### config.mk
export PLATFORM = sky130hd
export DESIGN_NAME = move_segment_subdivider_top
export DESIGN_NICKNAME = d
export VERILOG_FILES = /design/src/rtl/msub_pkg.sv /design/src/rtl/msub_div.sv /design/src/rtl/move_segment_subdivider_top.sv
export SDC_FILE = /design/constraint.sdc
export NUM_CORES = 2
export LEC_CHECK = 0
export BUFFER_PORTS_ARGS = -buffer_cell sky130_fd_sc_hd__buf_2
export CAP_MARGIN = 20
export CORE_MARGIN = 3
export CORE_UTILIZATION = 41
export CTS_CLUSTER_SIZE = 25
export DETAILED_ROUTE_END_ITERATION = 12
export GPL_ROUTABILITY_DRIVEN = 0
export GPL_TIMING_DRIVEN = 0
export SYNTH_ARGS = -nofsm -noshare
export SYNTH_HDL_FRONTEND = slang
export SYNTH_SLANG_ARGS = --single-unit
### constraint.sdc
create_clock -name clk -period 23.8 [get_ports clk]
set_clock_uncertainty 0.1 [all_clocks]
set_input_delay 3.57 -clock clk [delete_from_list [all_inputs] [get_ports clk]]
set_output_delay 3.57 -clock clk [all_outputs]
set_load 0.01 [all_outputs]
### src/rtl/msub_pkg.sv
package msub_pkg;

  // Coordinate and register widths
  localparam int COORD_W = 24;
  localparam int SEG_W   = 20;
  // Magnitude of a coordinate difference
  localparam int MAG_W   = COORD_W + 1;

  localparam logic [SEG_W-1:0] SEG_RESET = SEG_W'(1000);

  // Adds a signed magnitude to a base coordinate, keeping the low coordinate bits.
  function automatic logic [COORD_W-1:0] apply_offset(input logic [COORD_W-1:0] base,
                                                      input logic [MAG_W-1:0]   mag,
                                                      input logic               neg);
    logic [MAG_W-1:0] sum;
    sum = {base[COORD_W-1], base} + (neg ? (~mag + MAG_W'(1)) : mag);
    return sum[COORD_W-1:0];
  endfunction

endpackage

### src/rtl/msub_div.sv
module msub_div #(
  parameter int DW = 25,
  parameter int VW = 6
) (
  input  logic          clk,
  input  logic          rst,
  input  logic          start,
  input  logic [DW-1:0] dividend,
  input  logic [VW-1:0] divisor,
  output logic          done,
  output logic [DW-1:0] quotient,
  output logic [VW-1:0] remainder
);

  localparam int CNT_W = $clog2(DW + 1);

  logic             busy;
  logic [CNT_W-1:0] cnt;
  logic [DW-1:0]    acc;
  logic [VW-1:0]    rem;
  logic [VW-1:0]    dsr;
  logic [VW:0]      trial;
  logic [VW:0]      trial_sub;

  // One restoring step: bring down the next dividend bit and try a subtraction.
  assign trial     = {rem, acc[DW-1]};
  assign trial_sub = trial - {1'b0, dsr};

  always_ff @(posedge clk) begin
    if (rst) begin
      busy <= 1'b0;
      done <= 1'b0;
      cnt  <= '0;
    end else begin
      done <= 1'b0;
      if (start) begin
        busy <= 1'b1;
        cnt  <= '0;
        acc  <= dividend;
        rem  <= '0;
        dsr  <= divisor;
      end else if (busy) begin
        if (trial >= {1'b0, dsr}) begin
          rem <= trial_sub[VW-1:0];
          acc <= {acc[DW-2:0], 1'b1};
        end else begin
          rem <= trial[VW-1:0];
          acc <= {acc[DW-2:0], 1'b0};
        end
        cnt <= cnt + CNT_W'(1);
        if (cnt == CNT_W'(DW - 1)) begin
          busy <= 1'b0;
          done <= 1'b1;
        end
      end
    end
  end

  assign quotient  = acc;
  assign remainder = rem;

endmodule

### src/rtl/move_segment_subdivider_top.sv
// Move segment subdivider.
// Input transactions on s_axis carry one toolpath point (x, y, z in tdata, the extruding
// and layer start flags in tuser). Every point becomes the predecessor of the next.
// An extruding point with a predecessor produces a run of p+1 points on m_axis: the
// start point, p-1 evenly spaced interior points and the end point, marked with tlast.
// The segment count p is found by a search that squares p*segment_length in one shared
// multiplier, one candidate after another; the x and y steps |d|/p come from one shared
// restoring divider, one axis after the other. After a run is set up, one point leaves per
// cycle while the receiver takes them.
// Travel points and layer starts only update the predecessor. During a run s_axis_tready
// stays low until its last point is loaded into the output register, so the next point
// may be accepted while it still waits.
// A stalled receiver holds the output register and pauses the run.
// The cfg channel writes segment_length and is always ready; write it only when idle.
// Reset sets segment_length to 1000 and clears the predecessor.
module move_segment_subdivider_top #(
  parameter int MAX_SEGMENTS = 63
) (
  input  logic                               clk,
  input  logic                               rst,
  input  logic                               cfg_valid,
  output logic                               cfg_ready,
  input  logic [msub_pkg::SEG_W-1:0]         cfg_data,      // segment_length
  input  logic                               s_axis_tvalid,
  output logic                               s_axis_tready,
  input  logic [3*msub_pkg::COORD_W-1:0]     s_axis_tdata,  // pos_x, pos_y, pos_z
  input  logic [1:0]                         s_axis_tuser,  // extruding, layer_start
  output logic                               m_axis_tvalid,
  input  logic                               m_axis_tready,
  output logic [3*msub_pkg::COORD_W-1:0]     m_axis_tdata,  // out_x, out_y, out_z
  output logic                               m_axis_tlast
);

  import msub_pkg::*;

  localparam int P_W    = $clog2(MAX_SEGMENTS + 1);
  localparam int LEN_W  = SEG_W + P_W;
  localparam int MUL_W  = (LEN_W > MAG_W) ? LEN_W : MAG_W;
  localparam int PROD_W = 2 * MUL_W;

  typedef enum logic [8:0] {
    S_IDLE = 9'b000000001,
    S_SQX  = 9'b000000010,
    S_SQY  = 9'b000000100,
    S_SUM  = 9'b000001000,
    S_SQL  = 9'b000010000,
    S_CMP  = 9'b000100000,
    S_DIVX = 9'b001000000,
    S_DIVY = 9'b010000000,
    S_EMIT = 9'b100000000
  } state_t;

  state_t state;

  logic [SEG_W-1:0]   segment_length;
  logic [COORD_W-1:0] prev_x, prev_y, prev_z;
  logic               prev_valid;
  logic [COORD_W-1:0] start_x, start_y, start_z;
  logic [MAG_W-1:0]   mag_x, mag_y;
  logic               neg_x, neg_y;
  logic [LEN_W-1:0]   len;
  logic [P_W-1:0]     p;
  logic [P_W-1:0]     m;
  logic [PROD_W-1:0]  mul_q;
  logic [PROD_W-1:0]  d2;
  logic [MAG_W-1:0]   qd_x, qd_y, q_x, q_y;
  logic [P_W-1:0]     rd_x, rd_y;
  logic [P_W:0]       r_x, r_y;

  logic [COORD_W-1:0] in_x, in_y, in_z;
  logic               in_accept;
  logic [MAG_W-1:0]   diff_x, diff_y;
  logic [MUL_W-1:0]   mul_a;
  logic [PROD_W-1:0]  mul_p;
  logic               search_end;
  logic               div_start;
  logic [MAG_W-1:0]   div_dividend;
  logic               div_done;
  logic [MAG_W-1:0]   div_q;
  logic [P_W-1:0]     div_r;
  logic               out_load;
  logic [P_W:0]       rn_x, rn_y;

  assign in_x = s_axis_tdata[COORD_W-1:0];
  assign in_y = s_axis_tdata[2*COORD_W-1:COORD_W];
  assign in_z = s_axis_tdata[3*COORD_W-1:2*COORD_W];

  assign cfg_ready     = 1'b1;
  assign s_axis_tready = (state == S_IDLE);
  assign in_accept     = s_axis_tvalid && s_axis_tready;

  // Signed differences from the predecessor, one bit wider than a coordinate
  assign diff_x = {in_x[COORD_W-1], in_x} - {prev_x[COORD_W-1], prev_x};
  assign diff_y = {in_y[COORD_W-1], in_y} - {prev_y[COORD_W-1], prev_y};

  // Shared squaring unit: operand chosen by the sequencer
  always_comb begin
    case (state)
      S_SQX:   mul_a = MUL_W'(mag_x);
      S_SQY:   mul_a = MUL_W'(mag_y);
      default: mul_a = MUL_W'(len);
    endcase
  end

  assign mul_p = PROD_W'(mul_a) * PROD_W'(mul_a);

  assign search_end   = (state == S_CMP) &&
                        ((mul_q >= d2) || (p == P_W'(MAX_SEGMENTS)));
  assign div_start    = search_end || ((state == S_DIVX) && div_done);
  assign div_dividend = (state == S_CMP) ? mag_x : mag_y;

  msub_div #(.DW(MAG_W), .VW(P_W)) u_div (
    .clk       (clk),
    .rst       (rst),
    .start     (div_start),
    .dividend  (div_dividend),
    .divisor   (p),
    .done      (div_done),
    .quotient  (div_q),
    .remainder (div_r)
  );

  assign out_load = (state == S_EMIT) && (!m_axis_tvalid || m_axis_tready);
  assign rn_x     = r_x + {1'b0, rd_x};
  assign rn_y     = r_y + {1'b0, rd_y};

  // Configuration register
  always_ff @(posedge clk) begin
    if (rst) begin
      segment_length <= SEG_RESET;
    end else if (cfg_valid && cfg_ready) begin
      segment_length <= cfg_data;
    end
  end

  // Sequencer and datapath registers
  always_ff @(posedge clk) begin
    if (rst) begin
      state      <= S_IDLE;
      prev_valid <= 1'b0;
      prev_x     <= '0;
      prev_y     <= '0;
      prev_z     <= '0;
    end else begin
      unique case (state)
        S_IDLE: begin
          if (in_accept) begin
            prev_x     <= in_x;
            prev_y     <= in_y;
            prev_z     <= in_z;
            prev_valid <= 1'b1;
            start_x    <= prev_x;
            start_y    <= prev_y;
            start_z    <= prev_z;
            neg_x      <= diff_x[MAG_W-1];
            neg_y      <= diff_y[MAG_W-1];
            mag_x      <= diff_x[MAG_W-1] ? (~diff_x + MAG_W'(1)) : diff_x;
            mag_y      <= diff_y[MAG_W-1] ? (~diff_y + MAG_W'(1)) : diff_y;
            if (s_axis_tuser[0] && !s_axis_tuser[1] && prev_valid) begin
              state <= S_SQX;
            end
          end
        end
        S_SQX: begin
          mul_q <= mul_p;
          state <= S_SQY;
        end
        S_SQY: begin
          d2    <= mul_q;
          mul_q <= mul_p;
          state <= S_SUM;
        end
        S_SUM: begin
          d2    <= d2 + mul_q;
          p     <= P_W'(1);
          len   <= LEN_W'(segment_length);
          state <= S_SQL;
        end
        S_SQL: begin
          mul_q <= mul_p;
          state <= S_CMP;
        end
        S_CMP: begin
          if (search_end) begin
            state <= S_DIVX;
          end else begin
            p     <= p + P_W'(1);
            len   <= len + LEN_W'(segment_length);
            state <= S_SQL;
          end
        end
        S_DIVX: begin
          if (div_done) begin
            qd_x  <= div_q;
            rd_x  <= div_r;
            state <= S_DIVY;
          end
        end
        S_DIVY: begin
          if (div_done) begin
            qd_y  <= div_q;
            rd_y  <= div_r;
            q_x   <= '0;
            q_y   <= '0;
            r_x   <= '0;
            r_y   <= '0;
            m     <= '0;
            state <= S_EMIT;
          end
        end
        S_EMIT: begin
          if (out_load) begin
            // Step the running quotient and remainder to the next point
            if (rn_x >= {1'b0, p}) begin
              r_x <= rn_x - {1'b0, p};
              q_x <= q_x + qd_x + MAG_W'(1);
            end else begin
              r_x <= rn_x;
              q_x <= q_x + qd_x;
            end
            if (rn_y >= {1'b0, p}) begin
              r_y <= rn_y - {1'b0, p};
              q_y <= q_y + qd_y + MAG_W'(1);
            end else begin
              r_y <= rn_y;
              q_y <= q_y + qd_y;
            end
            m <= m + P_W'(1);
            if (m == p) begin
              state <= S_IDLE;
            end
          end
        end
        default: state <= S_IDLE;
      endcase
    end
  end

  // Output register
  always_ff @(posedge clk) begin
    if (rst) begin
      m_axis_tvalid <= 1'b0;
    end else if (out_load) begin
      m_axis_tvalid <= 1'b1;
      if (m == '0) begin
        m_axis_tdata <= {start_z, start_y, start_x};
        m_axis_tlast <= 1'b0;
      end else if (m == p) begin
        m_axis_tdata <= {prev_z, prev_y, prev_x};
        m_axis_tlast <= 1'b1;
      end else begin
        m_axis_tdata <= {start_z,
                         apply_offset(start_y, q_y, neg_y),
                         apply_offset(start_x, q_x, neg_x)};
        m_axis_tlast <= 1'b0;
      end
    end else if (m_axis_tready) begin
      m_axis_tvalid <= 1'b0;
    end
  end

endmodule

## Yosys cells after proc, flatten, opt, wreduce, memory -nomap -nowiden

Index checks and enable logic that the tools add are counted.

- Add/sub/neg operators: 22
- $mul: 1
- $lt $le $gt $ge: 4
- Eq/ne operators: 19
- Muxes and demuxes: 50
- Bitwise operators: 6
- Reduce and logical (&&, ||, !) cells: 32

Operators by type and width:

| kind | count |
|---|---|
| 25-bit two-way mux | 8 |
| 72-bit two-way mux | 2 |
| 26-bit case mux with 2 select lines | 2 |
| 52-bit case mux with 2 select lines | 1 |
| 25-bit by 1-bit adder with 25-bit output (second input constant) | 4 |
| 25-bit case mux with 2 select lines | 2 |
| 24-bit two-way mux | 4 |
| 9-bit case mux with 9 select lines | 1 |
| 9-bit two-way mux | 6 |
| 52-bit adder | 1 |
| 52-bit greater-or-equal comparator | 1 |
| 26-bit by 26-bit multiplier with 52-bit output | 1 |
| 25-bit adder | 2 |
| 25-bit inverter | 2 |
| 24-bit by 24-bit subtractor with 25-bit output | 2 |
| 24-bit by 1-bit adder with 24-bit output (second input constant) | 2 |
| 24-bit adder | 2 |
| 24-bit inverter | 2 |
| 7-bit two-way mux | 6 |
| 6-bit two-way mux | 5 |
| 7-bit case mux with 2 select lines | 2 |
| 26-bit by 20-bit adder with 26-bit output | 1 |
| 26-bit two-way mux | 1 |
| 6-bit case mux with 2 select lines | 2 |
| other kinds (33) | 72 |

- Flip-flop bits (word level): 612
- Bits of input ports: 99
- Output and inout port bits: 76
- Logic and storage cells: 171

## Logic depth before layout (Yosys ltp)

- Word-level depth: 6
- Mapped depth: 38
- Gate-level depth less buffers: 35

## Modules after synthesis

Synthesis repeated with hierarchy kept, for this count alone.

- Cell total of the unflattened synthesis: 6,188
- Area total of the unflattened synthesis: 58,129.5 um^2

Modules (own cells, without submodules):

| module | instances | cells each | area each (um^2) | seq. area each (um^2) |
|---|---|---|---|---|
| move_segment_subdivider_top | 1 | 6,040 | 56,040.0 | 15,875.2 |
| msub_div | 1 | 148 | 2,089.5 | 1,251.2 |

## Worst setup path before layout

No wires, ideal clock.

- Path kind: input -> register
- From: in rst
- To: reg mag_x[0], enable pin
- Library setup time: 611 ps
- Data arrival time: 9,328 ps
- Data required time: 23,089 ps
- Path slack: 13,762 ps
- Stages on the path: 4
- Path buffers: 3
- Cells stage by stage: clkbuf_1 -> clkbuf_1 -> clkbuf_1 -> nor2_1

- Longest elaborated chain between the ends: 2

Ends and longest elaborated chain:

| item | RTL line | source |
|---|---|---|
| from (decl) | move_segment_subdivider_top.sv:20 | `input logic rst,` |
| 1-bit inverter (no line) | -- |  |
| 3-bit AND reduction (no line) | -- |  |
| to (signal assigned) | move_segment_subdivider_top.sv:157 | `mag_x <= diff_x[MAG_W-1] ? (~diff_x + MAG_W'(1)) : diff_x;` |
| to (decl) | move_segment_subdivider_top.sv:59 | `logic [MAG_W-1:0] mag_x, mag_y;` |

No other way between the ends.
A chain may end at the register's enable or synchronous reset.

## Worst setup path after layout

- From: reg state[8]
- To: reg mul_q[49], data pin

- Longest elaborated chain between the ends: 3
- Elaborated cells on any way between the ends: 4
- Those cells by class: mul: 1; eq/ne: 2; mux: 1

Ends and longest elaborated chain:

| item | RTL line | source |
|---|---|---|
| from (decl) | move_segment_subdivider_top.sv:53 | `state_t state;` |
| from (signal assigned) | move_segment_subdivider_top.sv:139 | `state <= S_IDLE;` |
| from (signal assigned) | move_segment_subdivider_top.sv:160 | `state <= S_SQX;` |
| from (signal assigned) | move_segment_subdivider_top.sv:166 | `state <= S_SQY;` |
| 9-bit by 3-bit equality test with 1-bit output or 9-bit by 2-bit equality test with 1-bit output (tied branches) | move_segment_subdivider_top.sv:98 | `case (state)` |
| 26-bit case mux with 2 select lines * | move_segment_subdivider_top.sv:98 |  |
| 26-bit by 26-bit multiplier with 52-bit output * | move_segment_subdivider_top.sv:105 | `assign mul_p = PROD_W'(mul_a) * PROD_W'(mul_a);` |
| via mul_p[49] | move_segment_subdivider_top.sv:74 | `logic [PROD_W-1:0] mul_p;` |
| to (signal assigned) | move_segment_subdivider_top.sv:165 | `mul_q <= mul_p;` |
| to (signal assigned) | move_segment_subdivider_top.sv:170 | `mul_q <= mul_p;` |
| to (signal assigned) | move_segment_subdivider_top.sv:180 | `mul_q <= mul_p;` |
| to (decl) | move_segment_subdivider_top.sv:64 | `logic [PROD_W-1:0] mul_q;` |

The timed path passes the listed nets; every way through them passes the cells marked *.

==> flow_metrics.tcl <==
set metrics [dict create \
    cts_tree "built" \
    ios 175 \
    vias 44860 \
    start_util 0.416 \
    dieArea_um2 145000 \
    coreArea_um2 139000 \
    cts.clk_slew.worst_paths_ns 0.06 \
    grt_pass1_wl_um 262000 \
    critPathCaptureType "flip-flop" \
    crit_family "adder cells" \
    drtIter0Drc 4290 \
    grt_max_degree 38 \
    final_util 0.459 \
    antenna_found_initial 14 \
    clk_path_buf_depth 3 \
    synth-edff-count 497 \
    drive_gt1_frac 0.0660 \
    cts_resized 0 \
    period_share 0.521 \
    rsz0062_at_grt "false" \
    hpwlAfterDp_um 138000 \
    cts_setup_buffers 0 \
    layout_commonest_cell "inv_1" \
    worst_slew_pin_slew_ns 1.40 \
    wl_per_cell_um 20.3 \
    clk_latency_ns 0.67 \
    hold_viol 0 \
    avgSynthCellArea_um2 9.37 \
    worst_path_max_delay_cell "a221oi_2" \
    multiInputGateArea_um2 36200 \
    seq_area_um2 17100 \
    p_leak_nw 28.0 \
    synth_warnings 0 \
    first_global_vias 44807 \
    finalSetupViolCount 0 \
    outcome "finished, final reports clean" \
    synthCells 6145 \
    final_nets 7526 \
    drc 0 \
    crit_top_cell "fa_1" \
    slew_viol_final 0 \
    dpl_worst_slack_ns 11.73 \
    synth-seq-cells 607 \
    syn_nets 7262 \
    max_clock_freq_mhz 80.7 \
    timing.rr.end "mul_q[49]" \
    period_needed_ns 12.40 \
    drtPass1Iterations 5 \
    synthFlopType "edfxtp_1" \
    rows 136 \
    port-buffer-count 171 \
    fill_cells 13367 \
    r2r_slack_ns 11.40 \
    clock_sinks 607 \
    hold_path.class "flip-flop to flip-flop" \
    crit_required_ns 24.09 \
    fin_ws_ns 11.40 \
    ant_nets 0 \
    via_per_inst 5.38 \
    hp-start "prev_x[9]" \
    syn_area_um2 57600 \
    holdPathStages 0 \
    overflow 0 \
    area_delta_synth_final_pct 10.5 \
    ff2ff_path_depth 35 \
    cap_violations 0 \
    worstPathArrival_ns 12.68 \
    p_per_area_nw_per_um2 116 \
    wirelength_um 169000 \
    die_h_um 381 \
    worst_path_largest_cell_delay_ns 1.20 \
    crit_buf_inv 9 \
    cp-start-kind "flip-flop" \
    cts_buffers 70 \
    grt_usage 0.231 \
    slew_headroom 0.0684 \
    synth.yosys.seq_area_share 0.297 \
    path_class "flip-flop to flip-flop" \
    ys_types 93 \
    total_power_mw 7.35 \
    htreeDepth 3 \
    max-vdd-ir-drop_uv 252 \
    setup_tns_ns 0 \
    path_max_fanout 10 \
    holdPathEnd "start_x[9]" \
    clockRootBuffer "clkbuf_16" \
    mostFrequentLayoutCells "956 x inv_1, 684 x nand2_1, 525 x fa_1" \
    die_width_um 381 \
    reg2reg_from "state[8]" \
    async_reset_ff_frac 0 \
    ctsHoldBuffers 0 \
]
==> cells by family after synthesis <==
group                    Yosys count  share of synthesized area
multiplexers                      82                     0.0154
adder cells (fa/ha/maj)         1018                      0.290
other                              1                  0.0000651
AND/OR/NAND/NOR                 1716                      0.134
XOR/XNOR                         413                     0.0629
buffers and inverters           1167                     0.0763
flip-flops                       607                      0.297
AO/OA/AOI/OAI                   1141                      0.124
==> layout make-up <==
class / count / area share
Antenna cell: 7 / 0.000275
Buffer: 202 / 0.0121
Clock buffer: 80 / 0.0288
Clock inverter: 50 / 0.00869
Inverter: 965 / 0.0569
Multi-Input combinational cell: 4371 / 0.568
Sequential cell: 607 / 0.269
Tap cell: 1863 / 0.0366
Timing Repair Buffer: 192 / 0.0189
==> through the flow <==
stage / hold WS, ns / instances / cell area [um^2]
2_1_floorplan: 0.324 / 6145 / 57600
3_3_place_gp: 0.334 / 8179 / 60800
3_5_place_dp: 0.340 / 8200 / 61200
4_1_cts: 0.332 / 8330 / 63600
5_1_grt: 0.355 / 8332 / 63600
6_report: 0.341 / 8337 / 63600
==> layer usage <==
metal | up-vias | share of wire | wire, um | global-route usage
li1 | 21047 | - | - | -
met1 | 21915 | 0.44 | 75300 | 0.329
met2 | 1625 | 0.43 | 73400 | 0.351
met3 | 259 | 0.088 | 14800 | 0.0475
met4 | 14 | 0.034 | 5690 | 0.0776
met5 | - | 0.00057 | 96 | 0
==> registers in the layout, indices dropped and copies added (netlist names), 25 cells and up <==
register	cells
m_axis_tdata	72
d2	52
mul_q	51
len	26
mag_x	25
mag_y	25
u_div.quotient	25
==> power by group <==
part	leakage (nW)	internal, mW	total [mW]	switching (mW)
clock	1.15	0.633	1.12	0.490
combinational	21.4	1.82	4.75	2.93
sequential	5.45	1.43	1.48	0.0518
==> worst max path at each step <==
stage,from,endpoint,cells past startpoint
final,state[8],mul_q[49],35
after global routing,state[8],mul_q[51],35
after CTS,state[8],mul_q[49],35
after detailed placement,state[8],mul_q[49],35
after global placement,rst,neg_x,4
after floorplan,rst,mag_x[0],4
==> Yosys cell counts, drive strengths merged, types with 57 or more instances <==
library cell / instances / area [um^2]
xnor2: 276 / 2420
edfxtp: 497 / 14900
nor3: 58 / 290
xor2: 137 / 1210
ha: 493 / 6170
o21bai: 57 / 428
a21oi: 403 / 2020
dfxtp: 110 / 2200
nand2: 684 / 2570
nand3: 66 / 330
a21o: 107 / 803
o21ai: 262 / 1310
clkbuf: 187 / 702
inv: 959 / 3600
nor2: 518 / 1940
fa: 525 / 10500
No activity file was read; power rests on OpenSTA's default activity.
